`config.mk`:
```
export PLATFORM = sky130hd
export DESIGN_NAME = cvsd_mul
export DESIGN_NICKNAME = d
export VERILOG_FILES = /design/src/cvsd_codec_loopback_unit_assert.svh /design/src/cvsd_pkg.sv /design/src/cvsd_mul.sv
export SDC_FILE = /design/constraint.sdc
export NUM_CORES = 1
export LEC_CHECK = 0
export BUFFER_PORTS_ARGS = -buffer_cell sky130_fd_sc_hd__buf_2
export CORE_ASPECT_RATIO = 1.4
export CORE_UTILIZATION = 45
export CTS_CLUSTER_SIZE = 8
export DETAILED_ROUTE_END_ITERATION = 12
export GPL_TIMING_DRIVEN = 0
export HOLD_SLACK_MARGIN = 0.08
export PLACE_DENSITY = 0.63
export SLEW_MARGIN = 20
export SYNTH_ARGS = -nofsm -noshare
export SYNTH_HDL_FRONTEND = slang
export SYNTH_SLANG_ARGS = --single-unit
```
`constraint.sdc`:
```
create_clock -name clk -period 14.7 [get_ports clk]
set_input_delay 3.675 -clock clk [delete_from_list [all_inputs] [get_ports clk]]
set_output_delay 3.675 -clock clk [all_outputs]
set_load 0.03 [all_outputs]
```
`src/cvsd_codec_loopback_unit_assert.svh`:
```
// Assertion macros for the CVSD codec loopback block.
// Included by the modules that carry concurrent checks; no other dependencies.
`ifndef CVSD_CODEC_LOOPBACK_UNIT_ASSERT_SVH
`define CVSD_CODEC_LOOPBACK_UNIT_ASSERT_SVH

`ifndef SYNTH
// Same-cycle implication under reset
`define CVSD_ASSERT_IMP(label, clk, rst_n, ante, cons) \
    label: assert property (@(posedge clk) disable iff (!rst_n) (ante) |-> (cons)) \
        else $error("cvsd check failed: same-cycle implication");
// Next-cycle implication under reset
`define CVSD_ASSERT_NEXT(label, clk, rst_n, ante, cons) \
    label: assert property (@(posedge clk) disable iff (!rst_n) (ante) |=> (cons)) \
        else $error("cvsd check failed: next-cycle implication");
`else
`define CVSD_ASSERT_IMP(label, clk, rst_n, ante, cons)
`define CVSD_ASSERT_NEXT(label, clk, rst_n, ante, cons)
`endif

`endif

```
`src/cvsd_pkg.sv`:
```
// Constants, types and helper functions for the CVSD codec loopback block.
// No dependencies; imported by the interfaces and all modules.
package cvsd_pkg;

    localparam logic [15:0] ENC_LEAK       = 16'd30782;
    localparam logic [15:0] DEC_LEAK       = 16'd32260;
    localparam logic [15:0] W_STEP         = 16'd32260;
    localparam logic [15:0] STEP_SMALL     = 16'd3;
    localparam logic [15:0] STEP_LARGE     = 16'd102;
    localparam logic [15:0] DSTEP_MIN      = 16'd3;
    localparam logic [15:0] DSTEP_MAX      = 16'd819;
    localparam logic [15:0] ENC_STEP_RESET = 16'd3;
    localparam logic [15:0] ENC_STEP_BOUND = 16'd1700;

    // Bit sign codes kept by the encoder
    localparam logic [1:0] SIGN_NONE  = 2'd0;
    localparam logic [1:0] SIGN_PLUS  = 2'd1;
    localparam logic [1:0] SIGN_MINUS = 2'd3;

    // floor(42296*d1/32768) and -floor(12130*d2/32768) for d = +1 / -1
    localparam logic signed [17:0] PREV1_PLUS  = 18'sd1;
    localparam logic signed [17:0] PREV1_MINUS = -18'sd2;
    localparam logic signed [17:0] PREV2_PLUS  = 18'sd0;
    localparam logic signed [17:0] PREV2_MINUS = 18'sd1;

    localparam int PROD_W = 17;

    typedef enum logic [1:0] {
        COEF_ENC_LEAK,
        COEF_DEC_LEAK,
        COEF_W_STEP
    } coef_sel_t;

    function automatic logic [15:0] coef_value(input coef_sel_t sel);
        logic [15:0] c;
        case (sel)
            COEF_ENC_LEAK: c = ENC_LEAK;
            COEF_DEC_LEAK: c = DEC_LEAK;
            COEF_W_STEP:   c = W_STEP;
            default:       c = 16'd0;
        endcase
        return c;
    endfunction

    function automatic logic signed [15:0] sat16(input logic signed [19:0] v);
        logic signed [15:0] r;
        if (v >= 20'sd32767)
            r = 16'sh7FFF;
        else if (v <= -20'sd32768)
            r = 16'sh8000;
        else
            r = v[15:0];
        return r;
    endfunction

endpackage

```
`src/cvsd_mul.sv`:
```
// Shared Q15 coefficient multiplier: constant coefficient times signed operand,
// arithmetic shift right by 15, registered. Depends on cvsd_pkg.
module cvsd_mul
    import cvsd_pkg::*;
(
    input  logic                     clk,
    input  logic                     en,
    input  coef_sel_t                sel,
    input  logic signed [15:0]       operand,
    output logic signed [PROD_W-1:0] prod
);

    logic signed [32:0]       full;
    logic signed [PROD_W-1:0] prod_reg;
    logic signed [PROD_W-1:0] prod_next;

    always_comb
    begin
        full      = $signed({1'b0, coef_value(sel)}) * operand;
        // floor divide by 2^15; magnitude stays below 2^31
        prod_next = full[15+PROD_W-1:15];
    end

    always_ff @(posedge clk)
    begin
        if (en)
        begin
            prod_reg <= prod_next;
        end
    end

    assign prod = prod_reg;

endmodule

```
==> reports/qor.yml <==
outcome:
  status: "complete, no violations"
synth:
  syn_area_um2: 6720
  synth_edf_count: 17
  yosysTopAreaCell: "fa_1"
  syn_avg_cell_area_um2: 9.44
  seq_area_frac_synth_pct: 7.59
  synth_warnings: 0
  ys_types: 58
  synthesis.nets: 981
  dominantRegCellSynth: "edfxtp_1"
  synth_top_area_share_pct: 30.4
  syn_inst: 712
  synthTopCellsByArea: "fa_1 (30%), ha_1 (27%), inv_1 (10%)"
  ys_ff_latch: 17
  async_flop_share_pct: 0
global_route:
  grt_pass1_vias: 5130
  globalRouteTotalUtil_pct: 18.9
  overflow: 0
  grt_first_pass_wirelength_um: 23400
  grt_max_degree: 18
  antenna_found_initial: 0
detailed_routing:
  remaining_drc_errors: 0
  vias: 4849
  viasPerCell: 5.15
  dr.pass1.iters: 4
  wl_per_cell_um: 14.8
  drtIter0Drc: 150
  totalWireLength_um: 13900
  drtAntennaViolNets: 0
cells_and_area:
  area_growth_pct: 7.39
  drive_above_1_share_pct: 8.51
  num_antenna_cells: 0
  nFillCells: 1359
  largest_reg_flops: 17
  nets: 1022
cts:
  clockRootBuffer: "clkbuf_16"
  cts_resized: 0
  postCtsSetupBuffers: 0
  cts_buffers: 3
  htreeDepth: 1
  cts_hold_buffers: 0
  path_clk_slew_ps: 50
  clkSinkCount: 17
  clk_path_buf_depth: 2
  cts_tree: "built"
worst_setup_path:
  path_class: "in -> reg"
  cp_top_family: "adder cells"
  end_kind: "flip-flop"
  slowest_stage: "or4b_1"
  critPathMaxFanout: 10
  cp_data_arrival_time_ps: 10240
  critPathMaxStageDelay_ps: 540
  crit_chain: "buf_2 > inv_1 > ha_1 > clkbuf_1 > clkbuf_1 > nand2_1 > inv_1 > ha_1 > a31oi_1 > fa_1 > inv_1 > fa_1 > fa_1 > fa_1 > inv_1 > fa_1 > inv_1 > ha_1 > a21oi_2 > o21ai_2 > a221o_1 > a21o_1 > or4b_1 > nand4_1"
  cp.buffers_inverters: 8
  cp.required_ps: 14800
  cp-start-kind: "input port"
placed_design:
  dp_hpwl_um: 13000
  gp_congestion: 0.890
  numPortBuffers: 36
  post-place-ws_ps: 4340
timing:
  final.period_utilization_pct: 69.0
  finalHoldWorstSlack_ps: 3870
  final.setup.tns_ps: 0
  layout_min_cycle_time_ps: 10140
  hold_viol_final: 0
  fmax_ghz: 0.0986
  relSlewSlack_pct: 55.1
  rsz0062_at_grt: "false"
  maxSlewViolCount: 0
  setup_violations: 0
  tightest_slew_ps: 672
  fin_ws_ps: 4560
floorplanning:
  row_count: 52
  fp.dieH_um: 147
  initial_utilization_pct: 46.3
  design.core.area_um2: 14500
  ios: 37
  die_x_um: 105
  die_area_um2: 15400
job:
  maxCapViolCount: 0
min_path:
  min_path_type: "in -> reg"
==> final cells by class <==
class	count	area, um^2	share of cell area, %
Timing Repair Buffer	36	180	2.50
Multi-Input combinational cell	504	5490	76.1
Clock buffer	3	75.1	1.04
Clock inverter	1	5.00	0.0693
Tap cell	189	236	3.28
Sequential cell	17	510	7.07
Buffer	10	38.8	0.537
Inverter	181	679	9.41
==> layout by cell type (no fill, tap or decap), drive strengths merged, types with 5 or more instances in the layout <==
cell type	netlist	final
and2	16	16
fa	102	102
o21ai	13	13
inv	180	180
buf	1	37
and2b	5	5
a31oi	7	7
a21o	10	10
nand2	58	58
nor3	6	6
xor2	8	8
nor2	21	21
a21oi	27	27
xnor2	18	18
ha	147	147
edfxtp	17	17
clkbuf	9	12
==> through the flow <==
stage                     utilization, %  instance area (um^2)  std cells
after global routing                49.7                  7220        941
after CTS                           49.7                  7220        941
final                               49.7                  7220        941
after global placement              49.2                  7140        937
after detailed placement            49.2                  7140        937
after floorplan                        -                  6720        712
==> cells in the mapped netlist, types with 2 or more instances <==
cell type and count:
a21oi_1 25, and2_1 16, xor2_1 8, a221o_1 2, nand2_1 56, o21bai_1 4
o211ai_1 3, ha_1 147, nor2b_1 4, o31a_1 2, nand4_1 4, xnor2_1 18
edfxtp_1 17, a311oi_1 2, nand2_2 2, inv_1 180, or2_2 2, and3_1 4
a211oi_1 3, nor4_1 3, o21ai_2 2, nand2b_1 4, a31o_2 3, clkbuf_1 9
a21o_1 10, nor3_1 5, nand3_1 3, a2111oi_0 2, and2b_2 5, nor2_1 21
fa_1 102, o21a_1 2, and4_1 2, o21ai_0 10, a31oi_1 7
==> kinds of logic (layout without fill, tap and decap cells) <==
family	count (synthesis)	in the layout	share of synthesized area, %
multiplexers	2	2	0.316
AND/OR/NAND/NOR	135	135	10.1
adder cells (fa/ha/maj)	250	250	57.9
flip-flops	17	17	7.59
XOR/XNOR	26	26	3.39
buffers and inverters	191	231	10.7
other	1	1	0.0558
AO/OA/AOI/OAI	90	90	10.0
==> metal layers <==
layer	vias to the layer above	share of wire [%]	track usage, %
li1	2378	-	-
met2	87	56	36.9
met3	16	2.9	1.79
met5	-	0	0
met1	2368	39	22.1
met4	0	1.8	3.38
==> final timing paths <==
kind | start | endpoint | slack (ps) | cells past startpoint
max | sel[0] | prod[15] | 4560 | 24
min | en | prod[7] | 3870 | 1
Power is left out: the tool's default activity adds up to more than one toggle a clock period on the data nets, which glitch-free logic cannot reach.
